<file path="src/rtl/core/sha256_pkg.sv">
// shared constants and functions for the sha-256 digest block
package sha256_pkg;

    localparam int WORD_W     = 32;
    localparam int BYTE_W     = 8;
    localparam int COUNT_W    = 61;
    localparam int ROUNDS     = 64;
    localparam int IN_TDATA_W = 8;
    localparam int IN_TUSER_W = 8;
    localparam int OUT_TDATA_W = 32;
    localparam int OUT_TUSER_W = 8;

    localparam logic [7:0] PAD_BYTE = 8'h80;

    function automatic logic [31:0] init_hash(input logic [2:0] idx);
        logic [31:0] r;
        begin
            case (idx)
                3'd0: r = 32'h6a09e667;
                3'd1: r = 32'hbb67ae85;
                3'd2: r = 32'h3c6ef372;
                3'd3: r = 32'ha54ff53a;
                3'd4: r = 32'h510e527f;
                3'd5: r = 32'h9b05688c;
                3'd6: r = 32'h1f83d9ab;
                default: r = 32'h5be0cd19;
            endcase
            return r;
        end
    endfunction

    function automatic logic [31:0] round_k(input logic [5:0] t);
        logic [31:0] k [0:63];
        begin
            k = '{
                32'h428a2f98, 32'h71374491, 32'hb5c0fbcf, 32'he9b5dba5,
                32'h3956c25b, 32'h59f111f1, 32'h923f82a4, 32'hab1c5ed5,
                32'hd807aa98, 32'h12835b01, 32'h243185be, 32'h550c7dc3,
                32'h72be5d74, 32'h80deb1fe, 32'h9bdc06a7, 32'hc19bf174,
                32'he49b69c1, 32'hefbe4786, 32'h0fc19dc6, 32'h240ca1cc,
                32'h2de92c6f, 32'h4a7484aa, 32'h5cb0a9dc, 32'h76f988da,
                32'h983e5152, 32'ha831c66d, 32'hb00327c8, 32'hbf597fc7,
                32'hc6e00bf3, 32'hd5a79147, 32'h06ca6351, 32'h14292967,
                32'h27b70a85, 32'h2e1b2138, 32'h4d2c6dfc, 32'h53380d13,
                32'h650a7354, 32'h766a0abb, 32'h81c2c92e, 32'h92722c85,
                32'ha2bfe8a1, 32'ha81a664b, 32'hc24b8b70, 32'hc76c51a3,
                32'hd192e819, 32'hd6990624, 32'hf40e3585, 32'h106aa070,
                32'h19a4c116, 32'h1e376c08, 32'h2748774c, 32'h34b0bcb5,
                32'h391c0cb3, 32'h4ed8aa4a, 32'h5b9cca4f, 32'h682e6ff3,
                32'h748f82ee, 32'h78a5636f, 32'h84c87814, 32'h8cc70208,
                32'h90befffa, 32'ha4506ceb, 32'hbef9a3f7, 32'hc67178f2};
            return k[t];
        end
    endfunction

    // controls from sequencer to round unit
    typedef struct packed {
        logic       load;    // copy chain into working words
        logic       round;   // run one round
        logic [5:0] t;       // round index
    } rnd_ctrl_t;

endpackage

</file>
<file path="src/rtl/core/sha256_message_digest.sv">
// sha-256 digest over a byte stream, top level
// Takes one message byte per request; s_tuser[0] is has_byte, s_tlast ends the
// message. A byte that does not complete a block is only stored. The 64th byte of a
// block starts the compression: a load of the chain into the working words, 64
// rounds in the shared round unit, one per cycle, and an add into the chain. On the
// last request the padding bytes are written one per cycle into the block (up to 64
// in all), and each padded block is compressed in turn, one or two of them, the
// second one only when the 0x80 byte lands after byte 55. The eight digest words
// then leave on the master side, one per request, word 0 first. Input is not ready
// during all of this.
module sha256_message_digest (
    input  logic        clk,
    input  logic        rst_n,
    input  logic        s_tvalid,
    output logic        s_tready,
    input  logic [7:0]  s_tdata,   // data_byte
    input  logic [7:0]  s_tuser,   // has_byte, 7 zero bits
    input  logic        s_tlast,   // end_of_message
    output logic        m_tvalid,
    input  logic        m_tready,
    output logic [31:0] m_tdata,   // digest_word
    output logic [7:0]  m_tuser,   // word_index[2:0], 5 zero bits
    output logic        m_tlast    // last_word
);
    import sha256_pkg::*;

    localparam logic [2:0] ST_IDLE  = 3'd0;
    localparam logic [2:0] ST_LOAD  = 3'd1;
    localparam logic [2:0] ST_ROUND = 3'd2;
    localparam logic [2:0] ST_ADD   = 3'd3;
    localparam logic [2:0] ST_PAD   = 3'd4;
    localparam logic [2:0] ST_OUT   = 3'd5;

    logic [2:0]   state_reg;
    logic [31:0]  chain_reg [0:7];
    logic [31:0]  win_reg [0:15];
    logic [5:0]   fill_reg;
    logic [60:0]  count_reg;
    logic [5:0]   rnd_reg;
    logic         fin_reg;      // finishing a message
    logic         mark_reg;     // 0x80 already placed
    logic         lenblk_reg;   // current block carries the length
    logic [2:0]   oidx_reg;
    logic [255:0] chain_flat;
    logic [255:0] work;
    logic [31:0]  w_cur;
    logic [31:0]  w15;
    logic [31:0]  w2;
    logic [31:0]  ws0;
    logic [31:0]  ws1;
    logic [31:0]  w_new;
    logic [3:0]   idx15;
    logic [3:0]   idx7;
    logic [3:0]   idx2;
    rnd_ctrl_t    ctrl;
    logic         s_acc;
    logic [7:0]   pbyte;
    logic [63:0]  bits;

    assign s_tready = (state_reg == ST_IDLE);
    assign s_acc    = s_tvalid && s_tready;
    assign bits     = {count_reg, 3'b000};

    always_comb
    begin
        for (int i = 0; i < 8; i++)
        begin
            chain_flat[255 - 32*i -: 32] = chain_reg[i];
        end
    end

    // message schedule for the current round
    always_comb
    begin
        idx15 = rnd_reg[3:0] - 4'd15;
        idx7  = rnd_reg[3:0] - 4'd7;
        idx2  = rnd_reg[3:0] - 4'd2;
        w15   = win_reg[idx15];
        w2    = win_reg[idx2];
        ws0   = {w15[6:0], w15[31:7]} ^ {w15[17:0], w15[31:18]} ^ (w15 >> 3);
        ws1   = {w2[16:0], w2[31:17]} ^ {w2[18:0], w2[31:19]} ^ (w2 >> 10);
        w_new = win_reg[rnd_reg[3:0]] + ws0 + win_reg[idx7] + ws1;
        w_cur = (rnd_reg >= 6'd16) ? w_new : win_reg[rnd_reg[3:0]];
    end

    assign ctrl = {state_reg == ST_LOAD, state_reg == ST_ROUND, rnd_reg};

    sha256_round u_round (
        .clk   (clk),
        .ctrl  (ctrl),
        .chain (chain_flat),
        .w_in  (w_cur),
        .work  (work)
    );

    // byte written during padding
    assign pbyte = mark_reg ? 8'h00 : PAD_BYTE;

    // control sequencer
    always_ff @(posedge clk or negedge rst_n)
    begin
        if (!rst_n)
        begin
            state_reg  <= ST_IDLE;
            fill_reg   <= '0;
            count_reg  <= '0;
            rnd_reg    <= '0;
            fin_reg    <= 1'b0;
            mark_reg   <= 1'b0;
            lenblk_reg <= 1'b0;
            oidx_reg   <= '0;
            for (int i = 0; i < 8; i++)
            begin
                chain_reg[i] <= init_hash(3'(i));
            end
        end
        else
        begin
            unique case (state_reg)
                ST_IDLE:
                begin
                    if (s_acc)
                    begin
                        fin_reg <= s_tlast;
                        if (s_tuser[0])
                        begin
                            fill_reg  <= fill_reg + 6'd1;
                            count_reg <= count_reg + 61'd1;
                            if (fill_reg == 6'd63)
                            begin
                                state_reg <= ST_LOAD;
                            end
                            else if (s_tlast)
                            begin
                                state_reg <= ST_PAD;
                            end
                        end
                        else if (s_tlast)
                        begin
                            state_reg <= ST_PAD;
                        end
                    end
                end
                ST_PAD:
                begin
                    // first pad step places 0x80, later ones zero
                    fill_reg <= fill_reg + 6'd1;
                    mark_reg <= 1'b1;
                    if (fill_reg == 6'd55)
                    begin
                        lenblk_reg <= 1'b1;
                        state_reg  <= ST_LOAD;
                    end
                    else if (fill_reg == 6'd63)
                    begin
                        state_reg <= ST_LOAD;
                    end
                end
                ST_LOAD:
                begin
                    rnd_reg   <= '0;
                    state_reg <= ST_ROUND;
                end
                ST_ROUND:
                begin
                    rnd_reg <= rnd_reg + 6'd1;
                    if (rnd_reg == 6'd63)
                    begin
                        state_reg <= ST_ADD;
                    end
                end
                ST_ADD:
                begin
                    for (int i = 0; i < 8; i++)
                    begin
                        chain_reg[i] <= chain_reg[i] + work[255 - 32*i -: 32];
                    end
                    if (!fin_reg)
                    begin
                        state_reg <= ST_IDLE;
                    end
                    else if (lenblk_reg)
                    begin
                        oidx_reg  <= '0;
                        state_reg <= ST_OUT;
                    end
                    else
                    begin
                        state_reg <= ST_PAD;
                    end
                end
                ST_OUT:
                begin
                    if (m_tready)
                    begin
                        oidx_reg <= oidx_reg + 3'd1;
                        if (oidx_reg == 3'd7)
                        begin
                            for (int i = 0; i < 8; i++)
                            begin
                                chain_reg[i] <= init_hash(3'(i));
                            end
                            count_reg  <= '0;
                            fill_reg   <= '0;
                            fin_reg    <= 1'b0;
                            mark_reg   <= 1'b0;
                            lenblk_reg <= 1'b0;
                            state_reg  <= ST_IDLE;
                        end
                    end
                end
                default:
                begin
                    state_reg <= ST_IDLE;
                end
            endcase
        end
    end

    // block window: byte packing, padding and schedule expansion
    always_ff @(posedge clk)
    begin
        if (s_acc && s_tuser[0])
        begin
            case (fill_reg[1:0])
                2'd0: win_reg[fill_reg[5:2]] <= {s_tdata, 24'd0};
                2'd1: win_reg[fill_reg[5:2]][23:16] <= s_tdata;
                2'd2: win_reg[fill_reg[5:2]][15:8] <= s_tdata;
                default: win_reg[fill_reg[5:2]][7:0] <= s_tdata;
            endcase
        end
        else if (state_reg == ST_PAD)
        begin
            case (fill_reg[1:0])
                2'd0: win_reg[fill_reg[5:2]] <= {pbyte, 24'd0};
                2'd1: win_reg[fill_reg[5:2]][23:16] <= pbyte;
                2'd2: win_reg[fill_reg[5:2]][15:8] <= pbyte;
                default: win_reg[fill_reg[5:2]][7:0] <= pbyte;
            endcase
            // last pad byte of the length block, length words go in too
            if (fill_reg == 6'd55)
            begin
                win_reg[14] <= bits[63:32];
                win_reg[15] <= bits[31:0];
            end
        end
        else if (state_reg == ST_ROUND && rnd_reg >= 6'd16)
        begin
            win_reg[rnd_reg[3:0]] <= w_new;
        end
    end

    assign m_tvalid = (state_reg == ST_OUT);
    assign m_tdata  = chain_reg[oidx_reg];
    assign m_tuser  = {5'd0, oidx_reg};
    assign m_tlast  = (oidx_reg == 3'd7);

`ifndef SYNTHESIS
    // no input taken while busy
    a_busy: assert property (@(posedge clk) disable iff (!rst_n)
        (state_reg != ST_IDLE) |-> !s_tready)
        else $error("input ready while busy");
    // a round run lasts until the add
    a_round: assert property (@(posedge clk) disable iff (!rst_n)
        (state_reg == ST_ROUND && rnd_reg == 6'd63) |=> (state_reg == ST_ADD))
        else $error("round sequence broken");
    // output words advance only on a taken request
    a_oidx: assert property (@(posedge clk) disable iff (!rst_n)
        (m_tvalid && !m_tready) |=> $stable(oidx_reg))
        else $error("digest index moved while stalled");
`endif

endmodule

</file>
<file path="src/rtl/core/sha256_round.sv">
// one sha-256 round per cycle while ctrl.round is set, over the working words, with the schedule word from w_in
module sha256_round (
    input  logic                   clk,
    input  sha256_pkg::rnd_ctrl_t  ctrl,
    input  logic [255:0]           chain,
    input  logic [31:0]            w_in,
    output logic [255:0]           work
);
    import sha256_pkg::*;

    logic [31:0] v_reg [0:7];
    logic [31:0] t1;
    logic [31:0] t2;
    logic [31:0] s1;
    logic [31:0] s0;
    logic [31:0] ch;
    logic [31:0] maj;

    // round function
    always_comb
    begin
        s1  = {v_reg[4][5:0], v_reg[4][31:6]} ^ {v_reg[4][10:0], v_reg[4][31:11]}
            ^ {v_reg[4][24:0], v_reg[4][31:25]};
        ch  = (v_reg[4] & v_reg[5]) ^ (~v_reg[4] & v_reg[6]);
        s0  = {v_reg[0][1:0], v_reg[0][31:2]} ^ {v_reg[0][12:0], v_reg[0][31:13]}
            ^ {v_reg[0][21:0], v_reg[0][31:22]};
        maj = (v_reg[0] & v_reg[1]) ^ (v_reg[0] & v_reg[2]) ^ (v_reg[1] & v_reg[2]);
        t1  = v_reg[7] + s1 + ch + round_k(ctrl.t) + w_in;
        t2  = s0 + maj;
    end

    // working word update
    always_ff @(posedge clk)
    begin
        if (ctrl.load)
        begin
            for (int i = 0; i < 8; i++)
            begin
                v_reg[i] <= chain[255 - 32*i -: 32];
            end
        end
        else if (ctrl.round)
        begin
            v_reg[7] <= v_reg[6];
            v_reg[6] <= v_reg[5];
            v_reg[5] <= v_reg[4];
            v_reg[4] <= v_reg[3] + t1;
            v_reg[3] <= v_reg[2];
            v_reg[2] <= v_reg[1];
            v_reg[1] <= v_reg[0];
            v_reg[0] <= t1 + t2;
        end
    end

    assign work = {v_reg[0], v_reg[1], v_reg[2], v_reg[3],
                   v_reg[4], v_reg[5], v_reg[6], v_reg[7]};

endmodule

</file>
<file path="config.mk">
export PLATFORM = sky130hd
export DESIGN_NAME = sha256_message_digest
export DESIGN_NICKNAME = d
export VERILOG_FILES = /design/src/rtl/core/sha256_pkg.sv /design/src/rtl/core/sha256_message_digest.sv /design/src/rtl/core/sha256_round.sv
export SDC_FILE = /design/constraint.sdc
export NUM_CORES = 2
export LEC_CHECK = 0
export BUFFER_PORTS_ARGS = -buffer_cell sky130_fd_sc_hd__buf_2
export CORE_MARGIN = 2
export CORE_UTILIZATION = 30
export CTS_BUF_LIST = sky130_fd_sc_hd__clkbuf_8
export CTS_CLUSTER_DIAMETER = 200
export DETAILED_ROUTE_END_ITERATION = 10
export HOLD_SLACK_MARGIN = 0.12
export PLACE_DENSITY_LB_ADDON = 0.05
export SYNTH_ARGS = -nofsm -noshare
export SYNTH_HDL_FRONTEND = slang
export SYNTH_SLANG_ARGS = --single-unit
</file>
<file path="constraint.sdc">
create_clock -name clk -period 11.8 [get_ports clk]
set_input_delay 2.36 -clock clk [delete_from_list [all_inputs] [get_ports clk]]
set_output_delay 2.36 -clock clk [all_outputs]
set_load 0.005 [all_outputs]
</file>
==> out/results.ini <==
[global_route]
grt_pass1_wl_um=489000
grt_pass1_vias=65800
grt_max_degree=164
grt_overflow=0
antenna_found_initial=13
grtUsageTotal_pct=24.3

[timing]
final_max_slew_viol_count=3
finalCriticalPeriod_ns=11.35
clock-skew-final_ns=0.0845
max_freq_mhz=88.1
worstMarginPinSlew_ns=1.63
hold_viol=0
hold_slack_ns=0.513
relSlewSlack_pct=-8.85
setup_viol=0
post-route-period-util_pct=96.2

[setup_path]
crit_arrival_ns=12.06
cp-end-kind=register
cp_top_family=adder cells
cp_max_fo=10
worst-setup-path-type=reg -> reg
cp-start-kind=register
worst_ep_required_time_ns=12.52
critPathMaxStageDelay_ns=0.57
cp_slowest_cell=mux4_2
cp_common_cell=buf_4
path_buf_inv=9

[min_path]
hp-class=reg -> reg

[floorplan]
core_area_sq_mm=0.274
initial_core_util_pct=30.2
top_level_ports=64
fp.dieW_um=529
dieHeight_um=529
die_area_sq_mm=0.280
rows=192

[clocking]
cts_tree=done
cts.path.max_buffers=4
hold_buffers=0
root_buffer=clkbuf_8
numCtsBuffers=227
clkTransAtPathRegs_ns=0.06
cts.sinks=1106
cts_max_level=4
clk_latency_ns=1.02

[synthesis]
synthTopCellsByCount=nand2_1 (1032), edfxtp_1 (765), a21oi_1 (485)
ys_warn_count=0
synth.distinct_cells=94
yosys-top-cells-area=edfxtp_1 (28%), mux4_2 (13%), dfrtp_1 (6.1%), ha_1 (6.1%), fa_1 (4.7%)
syn_inst=7660
yosysMostFrequentCell=nand2_1
syn_area_sq_mm=0.0826
synth_top_area_cell=edfxtp_1
syn_avg_cell_area_sq_um=10.8
synth-seq-area-share_pct=38.3
synthFlopType=edfxtp_1
yosys_register_bits=1106
async_flop_share_pct=30.6
synth_top_cell_area_share_pct=27.8
synth_edf_count=765

[drt]
vias=64700
first_pass_iters=6
drcViolationCount=0
wl_per_cell_um=29.3
antenna_left=0
viasPerCell=5.49
wl_um=345000
drtIter0Drc=5285

[cells_and_area]
fill_cells=27500
final_area_sq_mm=0.0945
area_growth_syn_to_layout_pct=14.4
nNetsFinal=8616
layout-drive-gt1-share_pct=19.6
largest_register_ffs=512
final_core_util_pct=34.5

[placement]
io_buffers=51
gp_congestion=0.915
dp_hpwl_um=257000
place_area_sq_mm=0.0898

[run_status]
status=finished, violations left
violations=capacitance limit, slew limit

[run]
drv_cap=1

area by class of cell:
class                   count  area, sq um  area share, %
diodes                      7         17.5         0.0185
clock buffers             251         3450           3.66
clock inverters           161          772          0.817
inverters                 329         1240           1.32
multi-input cells        5764        48100           50.9
flip-flops and latches   1106        31700           33.5
well taps                3589         4490           4.75
repair buffers            569         4720           5.00
worst register-to-register path, delay by kind of cell, from the launching register on:
kind / cells / cell delay (ns)
AOI/OAI and AO/OA: 16 / 2.59
xor gates and xnor gates: 5 / 0.80
adders and majority gates: 9 / 3.34
buffers and inverters: 9 / 1.26
DFF: 1 / 0.48
muxes: 3 / 1.41
and+or+nand+nor: 7 / 1.20
final timing paths:
kind	to	start	depth (start not counted)	slack, ns
setup / recovery	u_round.v_reg[0][30]	rnd_reg[0]	49	0.45
min in group asynchronous	chain_flat[139]	rst_n	1	1.31
setup reg to reg	u_round.v_reg[0][30]	rnd_reg[0]	49	0.45
hold / removal	chain_flat[191]	chain_flat[191]	1	0.51
hold reg to reg	chain_flat[191]	chain_flat[191]	1	0.51
max in group asynchronous	count_reg[44]	rst_n	3	8.62
what timing repair did:
| item | in CTS | in global routing |
|---|---|---|
| endpoints found under the setup margin | 0 | 10 |
| resized for setup | 0 | 35 |
| setup buffers | 0 | 13 |
layer usage:
| layer | vias to the layer above | share of wire [%] | GRT usage (%) |
|---|---|---|---|
| li1 | 28900 | - | - |
| met5 | - | 0.0035 | 0 |
| met2 | 2057 | 49 | 41.9 |
| met4 | 2 | 5.2 | 11.2 |
| met3 | 589 | 4.4 | 2.87 |
| met1 | 33100 | 41 | 30.3 |
cell families (layout without fill, tap and decap cells):
logic type | count (synthesis) | in the layout | synth area share (%)
simple gates | 2034 | 2034 | 10.7
compound gates | 1766 | 1766 | 13.4
flops | 1106 | 1106 | 38.3
buf+inv | 794 | 1310 | 3.80
mux | 715 | 715 | 16.1
xor+xnor | 627 | 627 | 6.68
fa+ha+maj | 617 | 617 | 11.1
other cells | 1 | 12 | 0.00454
cells in the final DEF (no fill, tap or decap), drive strengths merged, types with 202 or more instances in the layout:
| master | n |
|---|---|
| nor2 | 440 |
| ha | 403 |
| dfrtp | 202 |
| o21ai | 511 |
| a21o | 232 |
| clkbuf | 254 |
| xnor2 | 380 |
| mux4 | 482 |
| nand2 | 1032 |
| inv | 415 |
| buf | 566 |
| a21oi | 486 |
| edfxtp | 765 |
| xor2 | 247 |
metrics by stage:
| step | setup WS (ns) | std cells | setup TNS [ns] |
|---|---|---|---|
| floorplan | 0.00556 | 7664 | 0 |
| global placement | 0.182 | 11300 | 0 |
| detailed placement | 0.150 | 11300 | 0 |
| CTS | 0.121 | 11800 | 0 |
| global route | -0.00443 | 11800 | -0.00443 |
| finish | 0.451 | 11800 | 0 |
Power is left out: the tool's default activity adds up to more than one toggle a clock period on the data nets, which glitch-free logic cannot reach.
